$ cat config.mk
export PLATFORM = sky130hd
export DESIGN_NAME = hsv_saturation_adjust_top
export DESIGN_NICKNAME = d
export VERILOG_FILES = /design/src/rtl/hsa_pkg.sv /design/src/rtl/hsa_front.sv /design/src/rtl/hsa_div_stage.sv /design/src/rtl/hsa_rebuild.sv /design/src/rtl/hsv_saturation_adjust_top.sv
export SDC_FILE = /design/constraint.sdc
export NUM_CORES = 1
export LEC_CHECK = 0
export ABC_AREA = 1
export BUFFER_PORTS_ARGS = -buffer_cell sky130_fd_sc_hd__buf_2
export CAP_MARGIN = 25
export CORE_UTILIZATION = 40
export CTS_BUF_LIST = sky130_fd_sc_hd__clkbuf_16
export DETAILED_ROUTE_END_ITERATION = 8
export GPL_TIMING_DRIVEN = 0
export PLACE_DENSITY = 0.51
export SETUP_SLACK_MARGIN = 0.2
export SLEW_MARGIN = 20
export SYNTH_ARGS = -nofsm -noshare
export SYNTH_HDL_FRONTEND = slang
export SYNTH_SLANG_ARGS = --single-unit
$ cat constraint.sdc
create_clock -name clk -period 8.3 [get_ports clk]
set_input_delay 0.415 -clock clk [delete_from_list [all_inputs] [get_ports clk]]
set_output_delay 0.415 -clock clk [all_outputs]
set_load 0.005 [all_outputs]
$ cat src/rtl/hsa_pkg.sv
`timescale 1ns / 1ps
// ----------------------------------------------------------------------------
// hsa_pkg
// Shared types and constants for the saturation adjust pipeline.
// ----------------------------------------------------------------------------
package hsa_pkg;

	localparam int unsigned CHAN_W   = 8;
	localparam int unsigned GAIN_W   = 12;
	localparam int unsigned PROD_W   = CHAN_W + GAIN_W;
	localparam int unsigned QUOT_W   = 8;
	localparam logic [GAIN_W-1:0] GAIN_RESET = 12'd256;
	localparam int unsigned DIV_BITS_PER_STAGE = 2;

	// hue sectors, red to yellow through magenta to red
	localparam logic [2:0] SEC_RY = 3'd0;
	localparam logic [2:0] SEC_YG = 3'd1;
	localparam logic [2:0] SEC_GC = 3'd2;
	localparam logic [2:0] SEC_CB = 3'd3;
	localparam logic [2:0] SEC_BM = 3'd4;
	localparam logic [2:0] SEC_MR = 3'd5;

	typedef struct packed {
		logic [7:0] red_in;
		logic [7:0] green_in;
		logic [7:0] blue_in;
		logic [7:0] alpha_in;
	} pixel_t;

	typedef struct packed {
		logic [7:0] red_out;
		logic [7:0] green_out;
		logic [7:0] blue_out;
		logic [7:0] alpha_out;
	} result_t;

	// analysis stage record
	typedef struct packed {
		logic       valid;
		logic       grey;
		logic [2:0] sector;
		logic [7:0] vmax;
		logic [7:0] delta;
		logic [7:0] num;
		logic [7:0] alpha;
	} front_t;

	// record carried through the divider stages
	typedef struct packed {
		logic       valid;
		logic       grey;
		logic       clamp;
		logic [2:0] sector;
		logic [7:0] vmax;
		logic [7:0] delta;
		logic [7:0] alpha;
		logic [7:0] rem_f;
		logic [7:0] rem_s;
		logic [7:0] bits_s;
		logic [QUOT_W-1:0] q_f;
		logic [QUOT_W-1:0] q_s;
	} div_t;

endpackage

$ cat src/rtl/hsa_front.sv
`timescale 1ns / 1ps
// ----------------------------------------------------------------------------
// hsa_front
// Max/min, hue sector and the saturation product; two register stages.
// ----------------------------------------------------------------------------
module hsa_front (
	input  logic                     clk,
	input  logic                     arst_n,
	input  logic                     start,
	input  hsa_pkg::pixel_t          pixel,
	input  logic [hsa_pkg::GAIN_W-1:0] scale,
	output hsa_pkg::div_t            div_s2
);
	import hsa_pkg::*;

	logic [7:0] r, g, b, vmax, vmin, delta, num;
	logic [2:0] sector;
	front_t     front_s1;
	logic [PROD_W-1:0] prod;

	always_comb begin
		r = pixel.red_in;
		g = pixel.green_in;
		b = pixel.blue_in;
		vmax = r;
		vmin = r;
		if (g > vmax) vmax = g;
		if (b > vmax) vmax = b;
		if (g < vmin) vmin = g;
		if (b < vmin) vmin = b;
		delta = vmax - vmin;
		if (vmax == r) begin
			if (g >= b) begin
				sector = SEC_RY; num = g - b;
			end else begin
				sector = SEC_MR; num = delta - (b - g);
			end
		end else if (vmax == g) begin
			if (b >= r) begin
				sector = SEC_GC; num = b - r;
			end else begin
				sector = SEC_YG; num = delta - (r - b);
			end
		end else begin
			if (r >= g) begin
				sector = SEC_BM; num = r - g;
			end else begin
				sector = SEC_CB; num = delta - (g - r);
			end
		end
		// end of a sector is the start of the next
		if (num >= delta) begin
			num = 8'd0;
			unique case (sector)
				SEC_RY:  sector = SEC_YG;
				SEC_YG:  sector = SEC_GC;
				SEC_GC:  sector = SEC_CB;
				SEC_CB:  sector = SEC_BM;
				SEC_BM:  sector = SEC_MR;
				default: sector = SEC_RY;
			endcase
		end
	end

	always_ff @(posedge clk or negedge arst_n) begin
		if (!arst_n) begin
			front_s1 <= '0;
		end else begin
			front_s1.valid  <= start;
			front_s1.grey   <= (delta == 8'd0);
			front_s1.sector <= sector;
			front_s1.vmax   <= vmax;
			front_s1.delta  <= delta;
			front_s1.num    <= num;
			front_s1.alpha  <= pixel.alpha_in;
		end
	end

	assign prod = PROD_W'(front_s1.delta) * PROD_W'(scale);

	always_ff @(posedge clk or negedge arst_n) begin
		if (!arst_n) begin
			div_s2 <= '0;
		end else begin
			div_s2.valid  <= front_s1.valid;
			div_s2.grey   <= front_s1.grey;
			div_s2.clamp  <= prod >= {{(PROD_W-16){1'b0}}, front_s1.vmax, 8'd0};
			div_s2.sector <= front_s1.sector;
			div_s2.vmax   <= front_s1.vmax;
			div_s2.delta  <= front_s1.delta;
			div_s2.alpha  <= front_s1.alpha;
			div_s2.rem_f  <= front_s1.num;
			div_s2.rem_s  <= prod[15:8];
			div_s2.bits_s <= prod[7:0];
			div_s2.q_f    <= '0;
			div_s2.q_s    <= '0;
		end
	end

endmodule

$ cat src/rtl/hsa_div_stage.sv
`timescale 1ns / 1ps
// ----------------------------------------------------------------------------
// hsa_div_stage
// A few restoring division steps for hue fraction and saturation at once.
// ----------------------------------------------------------------------------
module hsa_div_stage #(
	parameter int unsigned STEPS = hsa_pkg::DIV_BITS_PER_STAGE
) (
	input  logic          clk,
	input  logic          arst_n,
	input  hsa_pkg::div_t d_in,
	output hsa_pkg::div_t d_out
);
	import hsa_pkg::*;

	div_t       nxt;
	logic [8:0] tf, ts;

	always_comb begin
		nxt = d_in;
		for (int i = 0; i < STEPS; i++) begin
			tf = {nxt.rem_f, 1'b0};
			ts = {nxt.rem_s, nxt.bits_s[7]};
			nxt.bits_s = {nxt.bits_s[6:0], 1'b0};
			if (tf >= {1'b0, nxt.delta}) begin
				tf = tf - {1'b0, nxt.delta};
				nxt.q_f = {nxt.q_f[QUOT_W-2:0], 1'b1};
			end else begin
				nxt.q_f = {nxt.q_f[QUOT_W-2:0], 1'b0};
			end
			if (ts >= {1'b0, nxt.vmax}) begin
				ts = ts - {1'b0, nxt.vmax};
				nxt.q_s = {nxt.q_s[QUOT_W-2:0], 1'b1};
			end else begin
				nxt.q_s = {nxt.q_s[QUOT_W-2:0], 1'b0};
			end
			nxt.rem_f = tf[7:0];
			nxt.rem_s = ts[7:0];
		end
	end

	always_ff @(posedge clk or negedge arst_n) begin
		if (!arst_n) begin
			d_out <= '0;
		end else begin
			d_out.valid  <= d_in.valid;
			d_out.grey   <= nxt.grey;
			d_out.clamp  <= nxt.clamp;
			d_out.sector <= nxt.sector;
			d_out.vmax   <= nxt.vmax;
			d_out.delta  <= nxt.delta;
			d_out.alpha  <= nxt.alpha;
			d_out.rem_f  <= nxt.rem_f;
			d_out.rem_s  <= nxt.rem_s;
			d_out.bits_s <= nxt.bits_s;
			d_out.q_f    <= nxt.q_f;
			d_out.q_s    <= nxt.q_s;
		end
	end

endmodule

$ cat src/rtl/hsa_rebuild.sv
`timescale 1ns / 1ps
// ----------------------------------------------------------------------------
// hsa_rebuild
// Chroma, offset and second channel, then sector mapping to RGB.
// ----------------------------------------------------------------------------
module hsa_rebuild (
	input  logic             clk,
	input  logic             arst_n,
	input  hsa_pkg::div_t    d_in,
	output logic             done,
	output hsa_pkg::result_t result
);
	import hsa_pkg::*;

	logic [8:0]  sat, fsel;
	logic [16:0] chroma_full;
	logic        valid_s7, grey_s7;
	logic [2:0]  sector_s7;
	logic [7:0]  vmax_s7, alpha_s7;
	logic [15:0] chroma_s7, offset_s7;
	logic [8:0]  fsel_s7;
	logic [24:0] sec_prod;
	logic [16:0] mid_sum;
	logic [7:0]  hi, mid, lo;
	result_t     res;

	always_comb begin
		sat = d_in.clamp ? 9'd256 : {1'b0, d_in.q_s};
		fsel = d_in.sector[0] ? (9'd256 - {1'b0, d_in.q_f}) : {1'b0, d_in.q_f};
		chroma_full = 17'(d_in.vmax) * 17'(sat);
	end

	always_ff @(posedge clk or negedge arst_n) begin
		if (!arst_n) begin
			valid_s7 <= 1'b0;
			done     <= 1'b0;
		end else begin
			valid_s7 <= d_in.valid;
			done     <= valid_s7;
		end
	end

	always_ff @(posedge clk) begin
		grey_s7   <= d_in.grey;
		sector_s7 <= d_in.sector;
		vmax_s7   <= d_in.vmax;
		alpha_s7  <= d_in.alpha;
		chroma_s7 <= chroma_full[15:0];
		offset_s7 <= {d_in.vmax, 8'd0} - chroma_full[15:0];
		fsel_s7   <= fsel;
	end

	always_comb begin
		sec_prod = 25'(chroma_s7) * 25'(fsel_s7);
		mid_sum  = 17'(sec_prod[23:8]) + 17'(offset_s7);
		hi  = vmax_s7;
		mid = mid_sum[15:8];
		lo  = offset_s7[15:8];
		res.alpha_out = alpha_s7;
		unique case (sector_s7)
			SEC_RY: begin
				res.red_out = hi;  res.green_out = mid; res.blue_out = lo;
			end
			SEC_YG: begin
				res.red_out = mid; res.green_out = hi;  res.blue_out = lo;
			end
			SEC_GC: begin
				res.red_out = lo;  res.green_out = hi;  res.blue_out = mid;
			end
			SEC_CB: begin
				res.red_out = lo;  res.green_out = mid; res.blue_out = hi;
			end
			SEC_BM: begin
				res.red_out = mid; res.green_out = lo;  res.blue_out = hi;
			end
			default: begin
				res.red_out = hi;  res.green_out = lo;  res.blue_out = mid;
			end
		endcase
		if (grey_s7) begin
			res.red_out   = vmax_s7;
			res.green_out = vmax_s7;
			res.blue_out  = vmax_s7;
		end
	end

	always_ff @(posedge clk) begin
		result <= res;
	end

endmodule

$ cat src/rtl/hsv_saturation_adjust_top.sv
`timescale 1ns / 1ps
// ----------------------------------------------------------------------------
// hsv_saturation_adjust_top
// Saturation gain on RGBA8 pixels through an HSV round trip.
// ----------------------------------------------------------------------------
// usage
//   pixel in: drive pixel and raise start; a transfer happens at each edge
//   with start high and busy low. busy is always low, so one pixel can be
//   sent every clock.
//   result out: done is high for exactly one cycle with result valid; the
//   receiver must take it then, there is no backpressure.
//   gain: cfg_data (unsigned Q4.8, 256 = 1.0) is written on a cfg_valid /
//   cfg_ready transfer; cfg_ready is always high. write it only while no
//   pixel is in flight.
//   pipeline: an input transfer passes the front register stages, then the
//   two quotient pipelines (hue fraction and saturation), which resolve
//   BITS_PER_STAGE quotient bits per stage, then the rebuild registers to
//   done; throughput one pixel per clock.
//   reset: arst_n low clears all stage valid bits and sets the gain to 1.0;
//   nothing comes out until new pixels are sent.
// ----------------------------------------------------------------------------
module hsv_saturation_adjust_top #(
	parameter int unsigned BITS_PER_STAGE = hsa_pkg::DIV_BITS_PER_STAGE
) (
	input  logic                        clk,
	input  logic                        arst_n,
	input  logic                        start,
	output logic                        busy,
	input  hsa_pkg::pixel_t             pixel,
	output logic                        done,
	output hsa_pkg::result_t            result,
	input  logic                        cfg_valid,
	output logic                        cfg_ready,
	input  logic [hsa_pkg::GAIN_W-1:0]  cfg_data
);
	import hsa_pkg::*;

	localparam int unsigned DIV_STAGES = QUOT_W / BITS_PER_STAGE;
	localparam int unsigned LATENCY    = DIV_STAGES + 4;

	logic [GAIN_W-1:0] scale_q;
	div_t              div_pipe [DIV_STAGES+1];

	// pipeline never stalls, config always taken
	assign busy      = 1'b0;
	assign cfg_ready = 1'b1;

	always_ff @(posedge clk or negedge arst_n) begin
		if (!arst_n) begin
			scale_q <= GAIN_RESET;
		end else if (cfg_valid && cfg_ready) begin
			scale_q <= cfg_data;
		end
	end

	// max/min, sector, gain product
	hsa_front u_front (
		.clk    (clk),
		.arst_n (arst_n),
		.start  (start && !busy),
		.pixel  (pixel),
		.scale  (scale_q),
		.div_s2 (div_pipe[0])
	);

	// quotient pipeline, both divisions side by side
	for (genvar k = 0; k < DIV_STAGES; k++) begin : g_div
		hsa_div_stage #(
			.STEPS (BITS_PER_STAGE)
		) u_div (
			.clk    (clk),
			.arst_n (arst_n),
			.d_in   (div_pipe[k]),
			.d_out  (div_pipe[k+1])
		);
	end

	// back to rgb
	hsa_rebuild u_rebuild (
		.clk    (clk),
		.arst_n (arst_n),
		.d_in   (div_pipe[DIV_STAGES]),
		.done   (done),
		.result (result)
	);

	// every accepted pixel comes out after the fixed latency
	a_latency: assert property (@(posedge clk) disable iff (!arst_n)
		(start && !busy) |-> ##LATENCY done)
		else $error("accepted pixel did not come out");

	// no result without a matching input transfer
	a_no_spurious: assert property (@(posedge clk) disable iff (!arst_n)
		done |-> $past(start, LATENCY))
		else $error("result without input transfer");

	// alpha passes straight through
	a_alpha: assert property (@(posedge clk) disable iff (!arst_n)
		(start && !busy) |-> ##LATENCY (result.alpha_out == $past(pixel.alpha_in, LATENCY)))
		else $error("alpha changed");

	// grey stays grey
	a_grey: assert property (@(posedge clk) disable iff (!arst_n)
		(start && pixel.red_in == pixel.green_in && pixel.green_in == pixel.blue_in)
		|-> ##LATENCY (result.red_out == result.green_out
			&& result.green_out == result.blue_out))
		else $error("grey pixel gained color");

endmodule
==> results.sh, run 1 <==
export IMPL_status="finished, final reports clean"
export IMPL_final_nets=4477
export IMPL_period_share_pct=91.3
export IMPL_cts_tree="built"
export IMPL_drive_above_1_share_pct=6.47
export IMPL_drc=0
export IMPL_start_util_pct=40.5
export IMPL_first_pass_iters=6
export IMPL_fmax_ghz=0.132
export IMPL_antennaDiodeCount=0
export IMPL_detail_route_wl_per_cell_um=14.8
export IMPL_yosysSeqAreaShare_pct=31.1
export IMPL_clkLatencyLatePin_ns=0.61
export IMPL_synth_warnings=0
export IMPL_synth_top_cell_area_share_pct=25.2
export IMPL_final_cell_area_um2=35300
export IMPL_crit_fanout=10
export IMPL_ys_flop_type="dfrtp_1"
export IMPL_worst_pin_slew_ns=0.667
export IMPL_cp_arrival_ns=8.08
export IMPL_grt_ovfl_total=0
export IMPL_cts_buffers=49
export IMPL_async_reset_ff_share_pct=77.5
export IMPL_crit_top_cell="nand2_1"
export IMPL_finalSetupTns_ns=0
export IMPL_grt_start_max_net_pins=97
export IMPL_crit_buf_inv=11
export IMPL_cts_path_max_buffers=3
export IMPL_via_count=23261
export IMPL_dp_hpwl_mm=59.5
export IMPL_synthesis_nets=4318
export IMPL_skew_ns=0.0445
export IMPL_die_area_um2=79600
export IMPL_finalSetupViolCount=0
export IMPL_cts_sinks=409
export IMPL_synth_cell_types=67
export IMPL_post_route_min_period_ns=7.58
export IMPL_grt_pass1_vias=23176
export IMPL_die_w_um=282
export IMPL_synth_area_um2=31400
export IMPL_die_height_um=282
export IMPL_synth_cells=3693
export IMPL_avgSynthCellArea_um2=8.50
export IMPL_synth_edf_count=0
export IMPL_required_ns=8.80
export IMPL_path_delay_family="simple AND/OR/NAND/NOR gates"
export IMPL_startpoint="pixel[22]"
export IMPL_slowest_delay_ns=0.44
export IMPL_wl_mm=72.8
export IMPL_dpl_instance_area_um2=33200
export IMPL_rows=102
export IMPL_max_slew_margin_rel_pct=55.3
export IMPL_cp_start_kind="primary input"
export IMPL_area_growth_pct=12.5
export IMPL_yosys_top_cells_area="dfrtp_1 25%, fa_1 15%, ha_1 14%"
export IMPL_synth_area_leader_cell="dfrtp_1"
export IMPL_io_pin_count=83
export IMPL_drv_slew=0
export IMPL_critPathCaptureType="flop"
export IMPL_vias_per_cell=4.72
export IMPL_gp_congestion=0.864
export IMPL_grt_antenna_before_repair=0
export IMPL_track_usage_pct=18.9
export IMPL_ant_nets=0
export IMPL_path_clk_slew_ns=0.06
export IMPL_coreArea_um2=77600
export IMPL_slowest_stage="fa_1"
export IMPL_cap_violations=0
export IMPL_r2r_start="u_rebuild.fsel_s7[6]"
export IMPL_hold_violations=0
export IMPL_root_buffer="clkbuf_16"
export IMPL_rsz0062_at_grt="false"
export IMPL_holdCritPathClass="in2reg"
export IMPL_port_buffers=80
export IMPL_initialDrtViolationCount=1103
export IMPL_grt_pass1_wl_mm=121
export IMPL_ys_ff_latch=409
export IMPL_min_delay_start="cfg_data[8]"
export IMPL_htreeDepth=2
export IMPL_path_class="in2reg"
[cell usage in the layout, fill, tap and decap left out, types with 7 or more instances in the layout]
cell	netlist	routed
a21o_1	7	7
a21oi_1	173	171
a31oi_1	10	9
a32oi_1	11	11
buf_2	2	81
buf_4	2	7
bufinv_16	0	10
clkbuf_1	75	72
clkbuf_16	0	49
clkinv_1	4	15
dfrtp_1	316	316
dfxtp_1	92	92
dlygate4sd3_1	0	20
fa_1	234	233
ha_1	343	340
inv_1	724	724
mux2_2	12	12
nand2_1	783	779
nand2_2	12	15
nand3_1	102	102
nand3b_1	12	12
nand4_1	18	18
nor2_1	196	195
nor3_1	27	27
nor4_1	9	9
o211ai_1	8	8
o21a_1	8	8
o21ai_0	192	184
o21ai_1	8	16
o21bai_1	23	23
o31ai_1	9	9
or2_2	9	9
xnor2_1	66	65
xor2_1	118	116
[layer usage]
| layer | track usage, % | routed length (µm) | vias to the layer above |
|---|---|---|---|
| met1 | 26.2 | 35000 | 11017 |
| met2 | 31.8 | 34400 | 307 |
| met3 | 1.81 | 2010 | 83 |
| met4 | 4.41 | 1320 | 0 |
| li1 | - | - | 11854 |
| met5 | 0 | 0 | - |
[final timing paths]
kind,endpoint,depth (start not counted),slack [ns]
max,u_front.front_s1[33],49,0.72
min reg2reg,u_rebuild.result[1],0,0.32
min,scale_q[8],2,0.04
max in group asynchronous,g_div[2].u_div.d_out[41],5,6.33
min in group asynchronous,u_front.div_s2[33],2,0.35
max reg2reg,u_rebuild.result[31],31,0.91
[logic make-up (layout without fill, tap and decap cells)]
| group | after synthesis | after routing | synth area share (%) |
|---|---|---|---|
| AO/OA/AOI/OAI | 498 | 498 | 9.14 |
| other | 2 | 2 | 0.0239 |
| multiplexers | 14 | 14 | 0.494 |
| adder cells (fa/ha/maj) | 577 | 577 | 28.6 |
| XOR/XNOR | 184 | 184 | 5.13 |
| AND/OR/NAND/NOR | 1192 | 1192 | 15.6 |
| flip-flops | 409 | 409 | 31.1 |
| buffers and inverters | 817 | 1016 | 9.88 |
[layout make-up]
type / count / area, µm²
fillers: 7815 / 42300
clock buffers: 49 / 1230
repair buffers: 108 / 733
well taps: 1040 / 1300
inverters: 731 / 2750
clock inverters: 42 / 551
flip-flops and latches: 409 / 9780
plain buffers: 86 / 364
multi-input cells: 2467 / 18600
[flip-flops by register name (all words and copies together), names as in the netlist, 3 cells and up]
name	count
u_rebuild.result	32
u_front.div_s2	54
u_rebuild.hi	8
u_rebuild.offset_s7	15
u_front.front_s1	37
u_rebuild.fsel_s7	9
g_div.u_div.d_out	212
u_rebuild.chroma_s7	16
u_rebuild.sector_s7	3
u_rebuild.alpha_s7	8
scale_q	12
[synth_stat cells (66+ instances only)]
library cell    n
a21oi_1       173
clkbuf_1       75
dfrtp_1       316
dfxtp_1        92
fa_1          234
ha_1          343
inv_1         724
nand2_1       783
nand3_1       102
nor2_1        196
o21ai_0       192
xnor2_1        66
xor2_1        118
[worst reg2reg max path, delay by kind of cell, from the launching register on]
kind | cells | cell delay (ns)
buffers and inverters | 4 | 1.04
and+or+nand+nor | 9 | 0.90
AOI/OAI and AO/OA | 10 | 1.76
xor gates and xnor gates | 2 | 0.57
adders and majority gates | 6 | 2.71
DFF | 1 | 0.30
[per-stage QoR]
step	util (%)	hold slack [ns]	instances	setup slack, ns
floorplan	-	0.119	3693	1.17
global placement	42.7	0.311	4813	-0.745
detailed placement	42.8	0.314	4816	-0.681
CTS	45.3	0.000919	4927	0.248
global route	45.5	0.0334	4932	0.186
finish	45.5	0.0444	4932	0.718
[timing repair]
| item | CTS | global route |
|---|---|---|
| hold buffers | 20 | 0 |
| hold endpoints to repair | 77 | 0 |
| pin swaps | 0 | 3 |
| endpoints found under the setup margin | 11 | 13 |
| gates resized for setup | 8 | 31 |
| setup buffers | 0 | 5 |
Power of run 1 is left out: the tool's default activity adds up to more than one toggle a clock period on the data nets, which glitch-free logic cannot reach.
==> inputs of run 2 (changes only) <==
ABC_AREA = unset   (was 1)
REMOVE_ABC_BUFFERS = 1   (was unset)
==> run 2 against run 1 <==
  * Sequential share of layout area is 0.085 points lower
  * Setup slack worse by 0.35 ns
  * First-iteration DRC count up 11%
  * Die area decreased by 0.74%
  * Register-to-register slack worse by 0.05 ns
  * Count of clock-buffer cells in the layout down 3
  * Global-route usage is 0.76 points higher
  * Area after synthesis down 0.75%
==> results.sh, run 2 <==
export IMPL_post_route_min_period_ns=7.93
export IMPL_regArea_um2=9790
export IMPL_dp_slack_ns=-3.11
export IMPL_yosys_top_cells_area="dfrtp_1 25%, fa_1 15%, ha_1 14%"
export IMPL_die_area_um2=79100
export IMPL_drv_slew=0
export IMPL_area_growth_pct=13.9
export IMPL_track_usage_pct=19.7
export IMPL_vias_per_cell=5.15
export IMPL_muxShareOfSynthArea_pct=2.32
export IMPL_yosysMostFrequentCell="inv_1"
export IMPL_cts_buffers=46
export IMPL_synth_area_leader_cell="dfrtp_1"
export IMPL_synth_xor_area_share_pct=5.63
export IMPL_slowest_delay_ns=0.66
export IMPL_die_height_um=281
export IMPL_final_cell_area_um2=35500
export IMPL_cp_arrival_ns=8.40
export IMPL_cap_violations=0
export IMPL_path_class="in2reg"
export IMPL_critPathCaptureType="flop"
export IMPL_initialDrtViolationCount=1223
export IMPL_htreeDepth=2
export IMPL_synth_compound_area_share_pct=12.5
export IMPL_antennaDiodeCount=0
export IMPL_rsz0062_at_grt="false"
export IMPL_avgSynthCellArea_um2=9.78
export IMPL_synth_warnings=0
export IMPL_cts_sinks=409
export IMPL_grt_antenna_before_repair=2
export IMPL_grt_start_max_net_pins=103
export IMPL_finalSetupViolCount=0
export IMPL_final_cell_mix="437 x inv_1, 331 x ha_1, 316 x dfrtp_1"
export IMPL_io_pin_count=83
export IMPL_path_clk_slew_ns=0.06
export IMPL_rows=102
export IMPL_root_buffer="clkbuf_16"
export IMPL_finalWorstSetupSlack_ns=0.366
export IMPL_ant_nets=0
export IMPL_die_w_um=281
export IMPL_grt_pass1_wl_mm=124
export IMPL_worst_pin_slew_ns=0.969
export IMPL_nFillCells=7371
export IMPL_reg_top3="g_div.u_div.d_out: 212 flops, u_front.div_s2: 54 flops, u_front.front_s1: 37 flops"
export IMPL_port_buffers=80
export IMPL_detail_route_wl_per_cell_um=17.3
export IMPL_async_reset_ff_share_pct=77.5
export IMPL_skew_ns=0.0278
export IMPL_holdCritPathClass="in2reg"
export IMPL_dp_hpwl_mm=58.2
export IMPL_synth_common_cells="436 x inv_1, 343 x ha_1, 316 x dfrtp_1"
export IMPL_synth_top_cell_area_share_pct=25.4
export IMPL_crit_fanout=8
export IMPL_gp_congestion=0.878
export IMPL_coreArea_um2=77300
export IMPL_clkLatencyLatePin_ns=0.59
export IMPL_synth_top_family_by_area="adder cells"
export IMPL_multi_input_area_um2=20100
export IMPL_ys_flop_type="dfrtp_1"
export IMPL_fmax_ghz=0.126
export IMPL_synth_area_um2=31200
export IMPL_synth_edf_count=0
export IMPL_wl_mm=75.8
export IMPL_finalSetupTns_ns=0
export IMPL_ys_ff_latch=409
export IMPL_final_nets=3934
export IMPL_slowest_stage="fa_2"
export IMPL_hold_violations=0
export IMPL_max_slew_margin_rel_pct=35.3
export IMPL_yosysSeqAreaShare_pct=31.4
export IMPL_synth_cell_types=94
export IMPL_dpl_instance_area_um2=32700
export IMPL_required_ns=8.77
export IMPL_grt_pass1_vias=23366
export IMPL_crit_top_cell="ha_1"
export IMPL_synth_cells=3188
export IMPL_status="finished, final reports clean"
export IMPL_period_share_pct=95.6
export IMPL_grt_ovfl_total=0
export IMPL_final_common_cell="inv_1"
export IMPL_cts_path_max_buffers=3
export IMPL_largest_reg_flops=212
export IMPL_via_count=22574
export IMPL_cts_tree="built"
export IMPL_first_pass_iters=6
export IMPL_utilization_pct=45.9
export IMPL_start_util_pct=40.3
export IMPL_yosys_area_share_simple_pct=13.0
export IMPL_drive_above_1_share_pct=11.7
export IMPL_cp_start_kind="primary input"
export IMPL_synth_fa_ha_area_share_pct=28.8
export IMPL_drc=0
export IMPL_top_register="g_div.u_div.d_out"
## run 2: changes by cell type after synthesis, moves of 45 or more
cell     change
nand2_1    -488
inv_1      -288
and2_1     +162
nand3_1     -82
xnor2_1     +67
xor2_1      -61
a21o_1      +52
o21ai_0     -52
nor2b_1     +46
nor2_1      -45
## run 2: worst max-delay path: cells and delay by family
family                   cells  cell delay (ns)
AND/OR/NAND/NOR              3             0.33
adder cells (fa/ha/maj)      7             2.71
XOR/XNOR                     3             0.64
AO/OA/AOI/OAI               15             3.01
buffers and inverters        6             0.96
multiplexers                 2             0.32
## run 2: worst paths after layout
kind / start / end / slack [ns] / cells after the start
worst min register to register: u_rebuild.alpha_s7[1] / u_rebuild.result[1] / 0.32 / 0
worst min-delay path: cfg_data[8] / scale_q[8] / 0.07 / 2
min in group asynchronous: arst_n / scale_q[0] / 0.44 / 3
worst max-delay path: pixel[19] / u_front.front_s1[34] / 0.37 / 36
worst max register to register: u_rebuild.fsel_s7[2] / u_rebuild.result[30] / 0.86 / 31
max in group asynchronous: arst_n / g_div[3].u_div.d_out[44] / 6.95 / 4
## run 2: layer usage
layer | part of all wire [%] | global-route usage [%] | vias up
met1 | 45 | 26.4 | 11157
met3 | 4.3 | 2.77 | 130
met2 | 48 | 33.0 | 471
met4 | 2.5 | 5.42 | 0
li1 | - | - | 10816
met5 | 0 | 0 | -
## run 2: cells by family (layout without fill, tap and decap cells)
kind of cell               Yosys count  in the layout
AOI/OAI and AO/OA                  593            593
xor gates and xnor gates           194            194
adders and majority gates          578            578
buffers and inverters              519            677
DFF                                409            409
muxes                               66             66
other                                2              2
and+or+nand+nor                    827            827
## run 2: final cells by class
type,count,share of cell area [%]
Inverter,440,4.69
Clock inverter,39,1.23
Sequential cell,409,27.6
Tap cell,1040,3.66
Multi-Input combinational cell,2260,56.5
Clock buffer,46,3.24
Timing Repair Buffer,152,3.12
## run 2: timing repair
action | 4_1_cts | 5_1_grt
endpoints found under the hold margin | 97 | 0
setup endpoints to repair | 11 | 24
hold buffers | 10 | 0
cloned | 0 | 1
setup buffers | 29 | 24
pin swaps | 20 | 24
resized for setup | 81 | 56
## run 2: through the flow
| stage | hold slack (ns) | instances |
|---|---|---|
| 6_report | 0.0657 | 4386 |
| 5_1_grt | 0.0355 | 4386 |
| 4_1_cts | 0.0204 | 4361 |
| 3_5_place_dp | 0.312 | 4237 |
| 3_3_place_gp | 0.313 | 4229 |
| 2_1_floorplan | 0.119 | 3109 |
Power of run 2 is left out for the same reason.
==> inputs of run 3 (changes only) <==
CORE_UTILIZATION = 52   (was 40)
PLACE_DENSITY = 0.64   (was 0.51)
==> run 3 against run 2 <==
  * The run now ends with DRC left
  * Sequential share of layout area up 0.31 points
  * Via count up 0.45%
  * Fmax up 0.48%
  * Core utilization up 13 points
  * Largest cell class unchanged
  * Highest routed layer unchanged
==> results.sh, run 3 (synthesis results as in run 2) <==
export IMPL_status="finished with violations"
export IMPL_violations="DRC"
export IMPL_crit_fanout=8
export IMPL_cp_arrival_ns=8.34
export IMPL_path_clk_slew_ns=0.06
export IMPL_grt_antenna_before_repair=0
export IMPL_final_common_cell="inv_1"
export IMPL_ant_nets=0
export IMPL_required_ns=8.74
export IMPL_dp_hpwl_mm=56.8
export IMPL_cts_tree="built"
export IMPL_cts_path_max_buffers=3
export IMPL_cp_start_kind="primary input"
export IMPL_nFillCells=4950
export IMPL_drc=12
export IMPL_top_register="g_div.u_div.d_out"
export IMPL_grt_pass1_wl_mm=118
export IMPL_vias_per_cell=5.51
export IMPL_root_buffer="clkbuf_16"
export IMPL_path_class="in2reg"
export IMPL_port_buffers=80
export IMPL_area_growth_pct=12.6
export IMPL_multi_input_area_um2=20000
export IMPL_grt_pass1_vias=23270
export IMPL_grt_ovfl_total=0
export IMPL_skew_ns=0.0204
export IMPL_first_pass_iters=7
export IMPL_cts_sinks=409
export IMPL_finalSetupViolCount=0
export IMPL_clkLatencyLatePin_ns=0.58
export IMPL_path_delay_family="compound AO/OA/AOI/OAI gates"
export IMPL_io_pin_count=83
export IMPL_drv_slew=0
export IMPL_regArea_um2=9790
export IMPL_cts_buffers=45
export IMPL_post_route_min_period_ns=7.90
export IMPL_finalWorstSetupSlack_ns=0.404
export IMPL_critPathCaptureType="flop"
export IMPL_holdCritPathClass="in2reg"
export IMPL_rsz0062_at_grt="true"
export IMPL_slowest_stage="fa_1"
export IMPL_period_share_pct=95.1
export IMPL_dp_slack_ns=-2.81
export IMPL_detail_route_wl_per_cell_um=17.8
export IMPL_reg_top3="g_div.u_div.d_out: 212 flops, u_front.div_s2: 54 flops, u_front.front_s1: 37 flops"
export IMPL_grt_start_max_net_pins=108
export IMPL_via_count=22676
export IMPL_worst_pin_slew_ns=0.952
export IMPL_track_usage_pct=24.3
export IMPL_fmax_ghz=0.127
export IMPL_largest_reg_flops=212
export IMPL_antennaDiodeCount=0
export IMPL_max_slew_margin_rel_pct=36.5
export IMPL_wl_mm=73.3
export IMPL_slowest_delay_ns=0.63
export IMPL_rows=89
export IMPL_die_area_um2=60900
export IMPL_die_w_um=247
export IMPL_hold_violations=0
export IMPL_crit_buf_inv=8
export IMPL_htreeDepth=2
export IMPL_die_height_um=247
export IMPL_gp_congestion=0.953
export IMPL_final_nets=3934
export IMPL_initialDrtViolationCount=1178
export IMPL_start_util_pct=52.7
export IMPL_coreArea_um2=59100
export IMPL_drive_above_1_share_pct=11.8
export IMPL_cap_violations=0
export IMPL_final_cell_mix="432 x inv_1, 334 x ha_1, 316 x dfrtp_1"
[run 3: changes by cell type in the layout (fill, tap and decap cells not counted), moves of 3 or more]
| cell | delta |
|---|---|
| clkbuf_4 | +5 |
| inv_1 | -5 |
| clkinv_2 | +4 |
| ha_1 | +3 |
[run 3: timing repair]
item,4_1_cts,5_1_grt
gates resized for setup,67,70
buffers inserted,25,32
pin swaps,11,27
endpoints found under the hold margin,126,0
hold buffers,10,0
endpoints found under the setup margin,11,19
[run 3: final cells by class]
cell class,instances,share of cell area (%)
clock buffers,45,3.21
clock inverters,38,1.23
inverters,440,4.75
multi-input cells,2260,57.1
flip-flops and latches,409,27.9
well taps,773,2.76
repair buffers,153,3.09
[run 3: routing by layer]
metal / up-vias / share of wire (%) / global-route usage [%]
met5: - / 0 / 0
met1: 11149 / 44 / 32.3
met4: 0 / 2.9 / 7.33
met2: 570 / 48 / 41.8
li1: 10827 / - / -
met3: 130 / 4.6 / 2.62
[run 3: final timing paths]
| path | cells after the start | to | start | slack, ns |
|---|---|---|---|---|
| setup / recovery | 39 | u_front.front_s1[34] | pixel[19] | 0.40 |
| max in group asynchronous | 5 | g_div[2].u_div.d_out[25] | arst_n | 6.35 |
| min in group asynchronous | 2 | g_div[1].u_div.d_out[45] | arst_n | 0.23 |
| setup reg to reg | 31 | u_rebuild.result[15] | u_rebuild.chroma_s7[2] | 0.84 |
| hold reg to reg | 0 | u_rebuild.result[3] | u_rebuild.alpha_s7[3] | 0.33 |
| hold / removal | 2 | scale_q[6] | cfg_data[6] | 0.07 |
[run 3: per-stage QoR]
stage          utilization (%)  setup TNS, ns  hold slack [ns]  cells  area [µm²]
6_report                  59.4              0           0.0712   4118       35100
5_1_grt                   59.4              0           0.0522   4118       35100
3_5_place_dp              54.7         -29.48            0.225   3968       32400
2_1_floorplan                -          -1.62            0.119   3109       30900
3_3_place_gp              54.5         -27.00            0.311   3962       32200
4_1_cts                   58.3              0           0.0396   4086       34500
Power of run 3 is left out for the same reason.
